**src/hdl/dpd_pkg.sv**
```systemverilog
// Shared types, constants and helper functions of the DPD pair force accumulator.
`default_nettype none

package dpd_pkg;

    localparam int FRAC_BITS    = 16;
    localparam int NEWTON_STEPS = 3;
    localparam int NSTEP_W      = $clog2(NEWTON_STEPS);
    localparam int E_BASE       = 2 * FRAC_BITS - 30;

    localparam int SH_W = 7;
    localparam logic [SH_W-1:0] SH_ZERO  = SH_W'(0);
    localparam logic [SH_W-1:0] SH_FRAC  = SH_W'(FRAC_BITS);
    localparam logic [SH_W-1:0] SH_HALF  = SH_W'(FRAC_BITS + 1);
    localparam logic [SH_W-1:0] SH_DFRAC = SH_W'(2 * FRAC_BITS);
    localparam logic [SH_W-1:0] SH_Q30   = SH_W'(30);
    localparam logic [SH_W-1:0] SH_Q31   = SH_W'(31);

    localparam logic [47:0] MAX48     = {1'b0, {47{1'b1}}};
    localparam logic [47:0] MIN48     = {1'b1, 47'b0};
    localparam logic [47:0] FAC_ONE   = 48'(64'd1 << FRAC_BITS);
    localparam logic [47:0] THREE_Q30 = 48'(64'd3 << 30);

    localparam logic [30:0] RST_CUTOFF     = 31'd65536;
    localparam logic [30:0] RST_INV_CUTOFF = 31'd65536;
    localparam logic [30:0] RST_REPULSION  = 31'd1638400;
    localparam logic [30:0] RST_FRICTION   = 31'd294912;
    localparam logic [30:0] RST_NOISE_GAIN = 31'd983040;
    localparam logic [16:0] RST_SPECIAL    = 17'd65536;

    typedef enum logic [2:0] {
        CFG_CUTOFF,
        CFG_INV_CUTOFF,
        CFG_REPULSION,
        CFG_FRICTION,
        CFG_NOISE_GAIN,
        CFG_SPECIAL_ONE,
        CFG_SPECIAL_TWO,
        CFG_SPECIAL_THREE
    } t_cfg_idx;

    // Multiply operations run on the shared multiplier, in program order.
    typedef enum logic [4:0] {
        OP_SQX, OP_SQY, OP_SQZ, OP_CUT,
        OP_Y2, OP_P, OP_YN, OP_S,
        OP_D1, OP_D2, OP_D3,
        OP_G, OP_GD, OP_N, OP_F1, OP_F2,
        OP_FX, OP_FY, OP_FZ,
        OP_Q, OP_E1, OP_E2
    } t_op;

    typedef enum logic [2:0] {
        ST_IDLE,
        ST_MUL_GO,
        ST_MUL_WAIT,
        ST_CHK,
        ST_NORM,
        ST_FIN,
        ST_ACC
    } t_state;

    typedef struct packed {
        logic load;
        logic mul_start;
        logic wb;
        logic norm_init;
        logic norm_step;
        logic seed;
        logic fin;
        logic acc;
        t_op  op;
    } t_dp_cmd;

    typedef struct packed {
        logic mul_done;
        logic in_range;
        logic rsq_zero;
        logic norm_ok;
        logic out_free;
    } t_dp_status;

    function automatic logic signed [47:0] sat48(input logic signed [49:0] v);
        if (v > $signed({2'b00, MAX48}))
            return MAX48;
        else if (v < $signed({2'b11, MIN48}))
            return MIN48;
        else
            return v[47:0];
    endfunction

    function automatic logic signed [31:0] sat32(input logic signed [47:0] v);
        if (v > $signed(48'sh0000_7FFF_FFFF))
            return 32'sh7FFF_FFFF;
        else if (v < $signed(48'shFFFF_8000_0000))
            return 32'sh8000_0000;
        else
            return v[31:0];
    endfunction

    function automatic logic signed [63:0] ext32(input logic signed [31:0] v);
        return {{32{v[31]}}, v};
    endfunction

    function automatic logic signed [63:0] ext48(input logic signed [47:0] v);
        return {{16{v[47]}}, v};
    endfunction

    function automatic logic signed [49:0] w50(input logic signed [47:0] v);
        return {{2{v[47]}}, v};
    endfunction

    // Initial 1/sqrt estimate, indexed by the top four bits of the Q2.30 mantissa.
    function automatic logic [15:0] seed_lookup(input logic [3:0] idx);
        logic [15:0] v;
        unique case (idx)
            4'd0, 4'd1, 4'd2, 4'd3: v = 16'd32767;
            4'd4:  v = 16'd30894;
            4'd5:  v = 16'd27945;
            4'd6:  v = 16'd25705;
            4'd7:  v = 16'd23930;
            4'd8:  v = 16'd22479;
            4'd9:  v = 16'd21263;
            4'd10: v = 16'd20225;
            4'd11: v = 16'd19326;
            4'd12: v = 16'd18536;
            4'd13: v = 16'd17837;
            4'd14: v = 16'd17211;
            4'd15: v = 16'd16646;
        endcase
        return v;
    endfunction

endpackage

`default_nettype wire

```
**src/hdl/dpd_ctrl.sv**
```systemverilog
// Controller state machine that sequences the pair force computation.
`default_nettype none

module dpd_ctrl (
    input  wire logic                  i_clk,
    input  wire logic                  i_rst_n,
    input  wire logic                  i_in_valid,
    output logic                       o_in_ready,
    input  wire dpd_pkg::t_dp_status   i_status,
    output dpd_pkg::t_dp_cmd           o_cmd
);
    import dpd_pkg::*;

    t_state             r_state, n_state;
    t_op                r_op, n_op;
    logic [NSTEP_W-1:0] r_nstep, n_nstep;

    function automatic t_op next_op(input t_op op);
        t_op v;
        unique case (op)
            OP_SQX:  v = OP_SQY;
            OP_SQY:  v = OP_SQZ;
            OP_SQZ:  v = OP_CUT;
            OP_Y2:   v = OP_P;
            OP_P:    v = OP_YN;
            OP_D1:   v = OP_D2;
            OP_D2:   v = OP_D3;
            OP_D3:   v = OP_G;
            OP_G:    v = OP_GD;
            OP_GD:   v = OP_N;
            OP_N:    v = OP_F1;
            OP_F1:   v = OP_F2;
            OP_F2:   v = OP_FX;
            OP_FX:   v = OP_FY;
            OP_FY:   v = OP_FZ;
            OP_FZ:   v = OP_Q;
            OP_Q:    v = OP_E1;
            OP_E1:   v = OP_E2;
            default: v = op;
        endcase
        return v;
    endfunction

    always_ff @(posedge i_clk) begin
        if (!i_rst_n) begin
            r_state <= ST_IDLE;
            r_op    <= OP_SQX;
            r_nstep <= '0;
        end else begin
            r_state <= n_state;
            r_op    <= n_op;
            r_nstep <= n_nstep;
        end
    end

    always_comb begin
        n_state    = r_state;
        n_op       = r_op;
        n_nstep    = r_nstep;
        o_in_ready = 1'b0;
        o_cmd      = '0;
        o_cmd.op   = r_op;
        unique case (r_state)
            ST_IDLE: begin
                o_in_ready = 1'b1;
                if (i_in_valid) begin
                    o_cmd.load = 1'b1;
                    n_op       = OP_SQX;
                    n_nstep    = '0;
                    n_state    = ST_MUL_GO;
                end
            end
            ST_MUL_GO: begin
                o_cmd.mul_start = 1'b1;
                n_state         = ST_MUL_WAIT;
            end
            ST_MUL_WAIT: begin
                if (i_status.mul_done) begin
                    o_cmd.wb = 1'b1;
                    priority case (r_op)
                        OP_CUT: n_state = ST_CHK;
                        OP_S:   n_state = ST_FIN;
                        OP_E2:  n_state = ST_ACC;
                        OP_YN: begin
                            n_state = ST_MUL_GO;
                            if (r_nstep == NSTEP_W'(NEWTON_STEPS - 1)) begin
                                n_op    = OP_S;
                                n_nstep = '0;
                            end else begin
                                n_op    = OP_Y2;
                                n_nstep = r_nstep + NSTEP_W'(1);
                            end
                        end
                        default: begin
                            n_op    = next_op(r_op);
                            n_state = ST_MUL_GO;
                        end
                    endcase
                end
            end
            ST_CHK: begin
                priority if (!i_status.in_range) begin
                    n_state = ST_ACC;
                end else if (i_status.rsq_zero) begin
                    n_state = ST_FIN;
                end else begin
                    o_cmd.norm_init = 1'b1;
                    n_state         = ST_NORM;
                end
            end
            ST_NORM: begin
                // Shift the mantissa two bits a cycle into [1,4).
                if (i_status.norm_ok) begin
                    o_cmd.seed = 1'b1;
                    n_op       = OP_Y2;
                    n_state    = ST_MUL_GO;
                end else begin
                    o_cmd.norm_step = 1'b1;
                end
            end
            ST_FIN: begin
                o_cmd.fin = 1'b1;
                n_op      = OP_D1;
                n_state   = ST_MUL_GO;
            end
            ST_ACC: begin
                // Hold until the result register is free.
                if (i_status.out_free) begin
                    o_cmd.acc = 1'b1;
                    n_state   = ST_IDLE;
                end
            end
            default: n_state = ST_IDLE;
        endcase
    end

endmodule

`default_nettype wire

```
**config.mk**
```make
export PLATFORM = sky130hd
export DESIGN_NAME = dpd_ctrl
export DESIGN_NICKNAME = d
export VERILOG_FILES = /design/src/hdl/dpd_pkg.sv /design/src/hdl/dpd_ctrl.sv
export SDC_FILE = /design/constraint.sdc
export NUM_CORES = 1
export LEC_CHECK = 0
export BUFFER_PORTS_ARGS = -buffer_cell sky130_fd_sc_hd__buf_2
export CAP_MARGIN = 0
export CORE_UTILIZATION = 51
export DETAILED_ROUTE_END_ITERATION = 6
export PLACE_DENSITY_LB_ADDON = 0.3
export SETUP_SLACK_MARGIN = 0.3
export SLEW_MARGIN = 20
export SYNTH_ARGS = -nofsm -noshare
export SYNTH_HDL_FRONTEND = slang
export SYNTH_SLANG_ARGS = --single-unit
export TNS_END_PERCENT = 100
```
**constraint.sdc**
```tcl
create_clock -name i_clk -period 1.9 [get_ports i_clk]
set_clock_uncertainty 0.1 [all_clocks]
set_input_delay 0.285 -clock i_clk [delete_from_list [all_inputs] [get_ports i_clk]]
set_output_delay 0.285 -clock i_clk [all_outputs]
set_load 0.005 [all_outputs]
```
**Yosys cells after proc, flatten, opt, wreduce, memory -nomap -nowiden**

Cells that the tools add are included.

- Add/sub/neg operators: 1
- Eq/ne operators: 35
- Mux-type cells: 35
- Reductions and logical operators: 8

Operators by type and width:

| operator | count |
|---|---|
| one-hot mux 5 bit (18 select lines) | 1 |
| equality test 5 x 4 -> 1 bit, second input constant | 8 |
| equality test 5 bit, second input constant | 6 |
| one-hot mux 3 bit (7 select lines) | 1 |
| equality test 5 x 3 -> 1 bit, second input constant | 4 |
| != test 20 x 1 -> 1 bit, second input constant | 1 |
| one-hot mux 5 bit (4 select lines) | 1 |
| two-way mux 1 bit | 15 |
| two-way mux 3 bit | 5 |
| two-way mux 5 bit | 3 |
| two-way mux 2 bit | 6 |
| equality test 5 x 2 -> 1 bit, second input constant | 2 |
| != test 2 bit, second input constant | 5 |
| one-hot mux 5 bit (2 select lines) | 1 |
| equality test 3 bit, second input constant | 3 |
| one-hot mux 3 bit (3 select lines) | 1 |
| AND reduction 4 bit | 2 |
| equality test 3 x 2 -> 1 bit, second input constant | 2 |
| AND reduction 6 bit | 1 |
| equality test 5 x 1 -> 1 bit, second input constant | 1 |
| zero test 5 bit | 1 |
| one-hot mux 2 bit (2 select lines) | 1 |
| nonzero test 4 bit | 1 |
| equality test 3 x 1 -> 1 bit, second input constant | 1 |
| 6 further kinds | 6 |

- Register bits after elaboration: 10
- Input bits: 8
- Output and inout bits: 14

**Logic depth before layout (Yosys ltp)**

- Depth after elaboration: 5
- Mapped depth: 5
- Depth with buffers taken out: 4

**Worst setup path after synthesis**

OpenSTA, ideal clock, no wires.

- Kind: register to register
- From: register r_op[1]
- To: register r_state[1]
- Library setup time: 59 ps
- Arrival time: 1353 ps
- Data required time: 1741 ps
- Path slack: 388 ps
- Cell stages (with the launch flop): 6
- Path buffers: 1
- Cells stage by stage: dfxtp_1 > buf_4 > or3b_1 > a211o_1 > a21oi_1 > o31a_1

- Cells in the longest elaborated chain, start to end: 4

Ends and longest elaborated chain:

| element | line | text |
|---|---|---|
| from (decl) | dpd_ctrl.sv:15 | `t_op r_op, n_op;` |
| from (signal assigned) | dpd_ctrl.sv:51 | `r_op <= n_op;` |
| equality test 5 bit (tied with other cells) | dpd_ctrl.sv:80 | `priority case (r_op)` |
| one-hot mux 3 bit (3 select lines) * | dpd_ctrl.sv:80 |  |
| two-way mux 3 bit * | dpd_ctrl.sv:78 | `if (i_status.mul_done) begin` |
| one-hot mux 3 bit (7 select lines) * | dpd_ctrl.sv:63 | `unique case (r_state)` |
| to (signal assigned) | dpd_ctrl.sv:50 | `r_state <= n_state;` |
| to (decl) | dpd_ctrl.sv:14 | `t_state r_state, n_state;` |

Every way passes the cells marked *; elsewhere a longest branch is shown, timed or not. The select of a mux whose other input is x is not followed.
A chain may end at the register's enable or synchronous reset.

==> summary.txt <==
Commonest cells in the synthesized netlist: dfxtp_1 (10), nand2_1 (7), clkbuf_1 (6)
EDFF count, synth: 0
Final #Nets: 144
Required time of the worst setup path: 1.51 ns
Outcome: finished clean
Die width: 42.8 um
GRT Util Overall: 24.5%
Max-slew headroom: 74.0%
IO Pins: 22
Die Ht: 42.8 um
Mapped cell area: 847 um^2
WHS: 0.271 ns
Async SR Flop Fraction: 0%
Grt total ovfl: 0
Largest area contributor in the netlist: dfxtp_1
# setup viols final: 0
Vias: 970
FF+latch count, synth: 10
CP top delay family: flip-flops
Clk slew on worst S/H paths: 0.07 ns
Worst flop-to-flop path startpoint: r_op[2]
RSZ-0062 raised after global routing: yes
Largest net degree at the start of global routing: 17
Leak: 0.465 nW
CTS tree: done
CTS root buf: clkbuf_4
R2R depth: 4
Hold/Removal Path Class: in2reg
Syn_nets: 115
CP Data Arrival Time: 1.20 ns
Register area share after synthesis: 23.6%
GRT busiest layer: met1
CP Capture Type: primary output
Final Hold Fails: 0
Area growth from synthesis to layout: 32.6%
Iter 0 DRT Violations: 49
Hold_sp: i_status[0]
Critical path's largest stage delay: 0.38 ns
Tmin final: 1.59 ns
Synth warn: 0
DRC errors left: 0
Setup TNS: 0 ns
Unique masters post-synth: 45
Largest cells by area after synthesis: dfxtp_1 (24%), nor3b_1 (4.4%), nand2b_1 (3.7%)
WHS Path Cells: 3
Placed Area: 961 um^2
# diodes: 0
Avg WL per Cell: 16.5 um
Fmax: 0.629 GHz
FF-to-FF End: r_state[1]
Initial antenna violation count: 0
Hold Buf Count CTS: 0
Worst path slowest cell: dfxtp_4
Routed WL: 2470 um
Routability cong.: 0.850
Layout cells sized above 1: 41.0%
Clk sink count: 10
Cell area power density: 477 nW/um^2
Most frequent cell after synthesis: dfxtp_1
Setup CP Type: reg2out
Core region area: 1520 um^2
Synth Flop Type: dfxtp_1
GR Layer Usage met1: 36.4%
First-pass GRT wire length: 3460 um
Met2 global-route usage: 34.5%
Synthesized instance count: 107
Syn Area/Cell: 7.92 um^2
Max Fanout on Critical Path: 15
Crit share post-route: 83.6%
DRT Pass-1 Iters: 5
Htree depth: 1
Measured slew at the worst slew-check pin: 0.386 ns
Crit start category: register
Global-route met3 utilization: 3.40%
Post-detailed-route count of antenna-violating nets: 0
Critical-path cell list: buf_12 -> nor2b_4 -> nor3b_2 -> buf_2
Stages on worst setup path: 4
CP Launch Point: r_state[1]
Die area: 1830 um^2
Placed Cells: 139
Worst skew pair latency: 0.27 ns
Top-area cell type share of the netlist area: 23.6%
Cell Rows: 14
Post-DR vias/cell: 6.47
Min-Delay Endpoint: r_state[2]
R2r setup slk: 0.33 ns
Fin util: 73.7%
Post-DP HPWL: 1550 um
Fin area: 1120 um^2
Maximum VDD drop: 457 uV
Max Cap Viol: 0
Clock buffer depth: 2
Initial Util: 55.6%
Non-Filler Instances: 150
Input/output buffers: 21
Final Slew Violations: 0
Vias in the first global route: 748
Cts bufs inserted: 3
Buffers & Inverters on Critical Path: 2
-- through the flow --
| stage | power (W) | worst slack, ns |
|---|---|---|
| floorplan | 0.000313 | 0.388 |
| global placement | 0.000350 | 0.232 |
| detailed placement | 0.000353 | 0.173 |
| CTS | 0.000510 | 0.281 |
| global route | 0.000552 | 0.235 |
| finish | 0.000536 | 0.311 |
-- layout make-up --
class                   count  area [um^2]
clock buffers               3         22.5
well taps                  16         20.0
inverters                   3         11.3
multi-input cells          83          626
fillers                   112          400
repair buffers             35          224
flip-flops and latches     10          220
-- cells by family (layout without fill, tap and decap cells) --
group	after synthesis	count (layout)	synth area share [%]
flops	10	10	23.6
xor+xnor	2	2	2.07
compound gates	32	32	28.8
mux	3	3	3.55
buf+inv	14	41	7.98
simple gates	46	46	34.0
-- registers in the layout, summed over array words and instances (netlist names) --
register	cells
r_op	5
r_nstep	2
r_state	3
-- worst max-delay path by stage --
stage | end | slack, ns
detailed placement | r_state[1] | 0.17
floorplan | r_state[1] | 0.39
CTS | o_cmd[12] | 0.28
global placement | r_state[1] | 0.23
global route | o_cmd[12] | 0.24
finish | o_cmd[12] | 0.31
-- repair_timing --
item,4_1_cts,5_1_grt
endpoints found under the setup margin,9,9
setup buffers,1,7
pin swaps,2,5
gates resized for setup,15,12
-- power breakdown --
group / switching [W] / total (W) / internal, W / leakage, nW
registers: 0.0000177 / 0.000231 / 0.000213 / 0.0853
clock network: 0.0000824 / 0.000156 / 0.0000735 / 0.0138
logic: 0.0000750 / 0.000149 / 0.0000742 / 0.366
total: 0.000175 / 0.000536 / 0.000361 / 0.465
-- layout by cell type, fill, tap and decap left out, types with 2 or more instances in the layout --
cell,n
buf_4,11
o21a_1,2
clkbuf_4,3
a21oi_1,4
nor3_1,2
and2_1,2
nand3_1,4
nand4_1,3
nand2b_1,4
xor2_1,2
o21ai_1,2
nor3b_1,4
o21ai_0,5
buf_2,21
dfxtp_1,4
a41oi_1,2
mux2i_1,3
o311ai_1,2
or3b_1,2
o31ai_1,2
inv_1,3
nand2_1,7
nor2_1,3
dfxtp_4,5
-- routing by layer --
layer | up-vias | wire length, um
li1 | 458 | -
met1 | 469 | 1170
met2 | 35 | 1120
met3 | 8 | 112
met4 | 0 | 65
met5 | - | 0
-- worst reg2reg max path, cell delays in order, from the launching register on --
cell and delay, ns:
dfxtp_2 0.37, or3b_1 0.39, a211o_1 0.32, a21oi_1 0.18, o31a_1 0.15
Note: power is estimated with default switching activity, not from simulation.
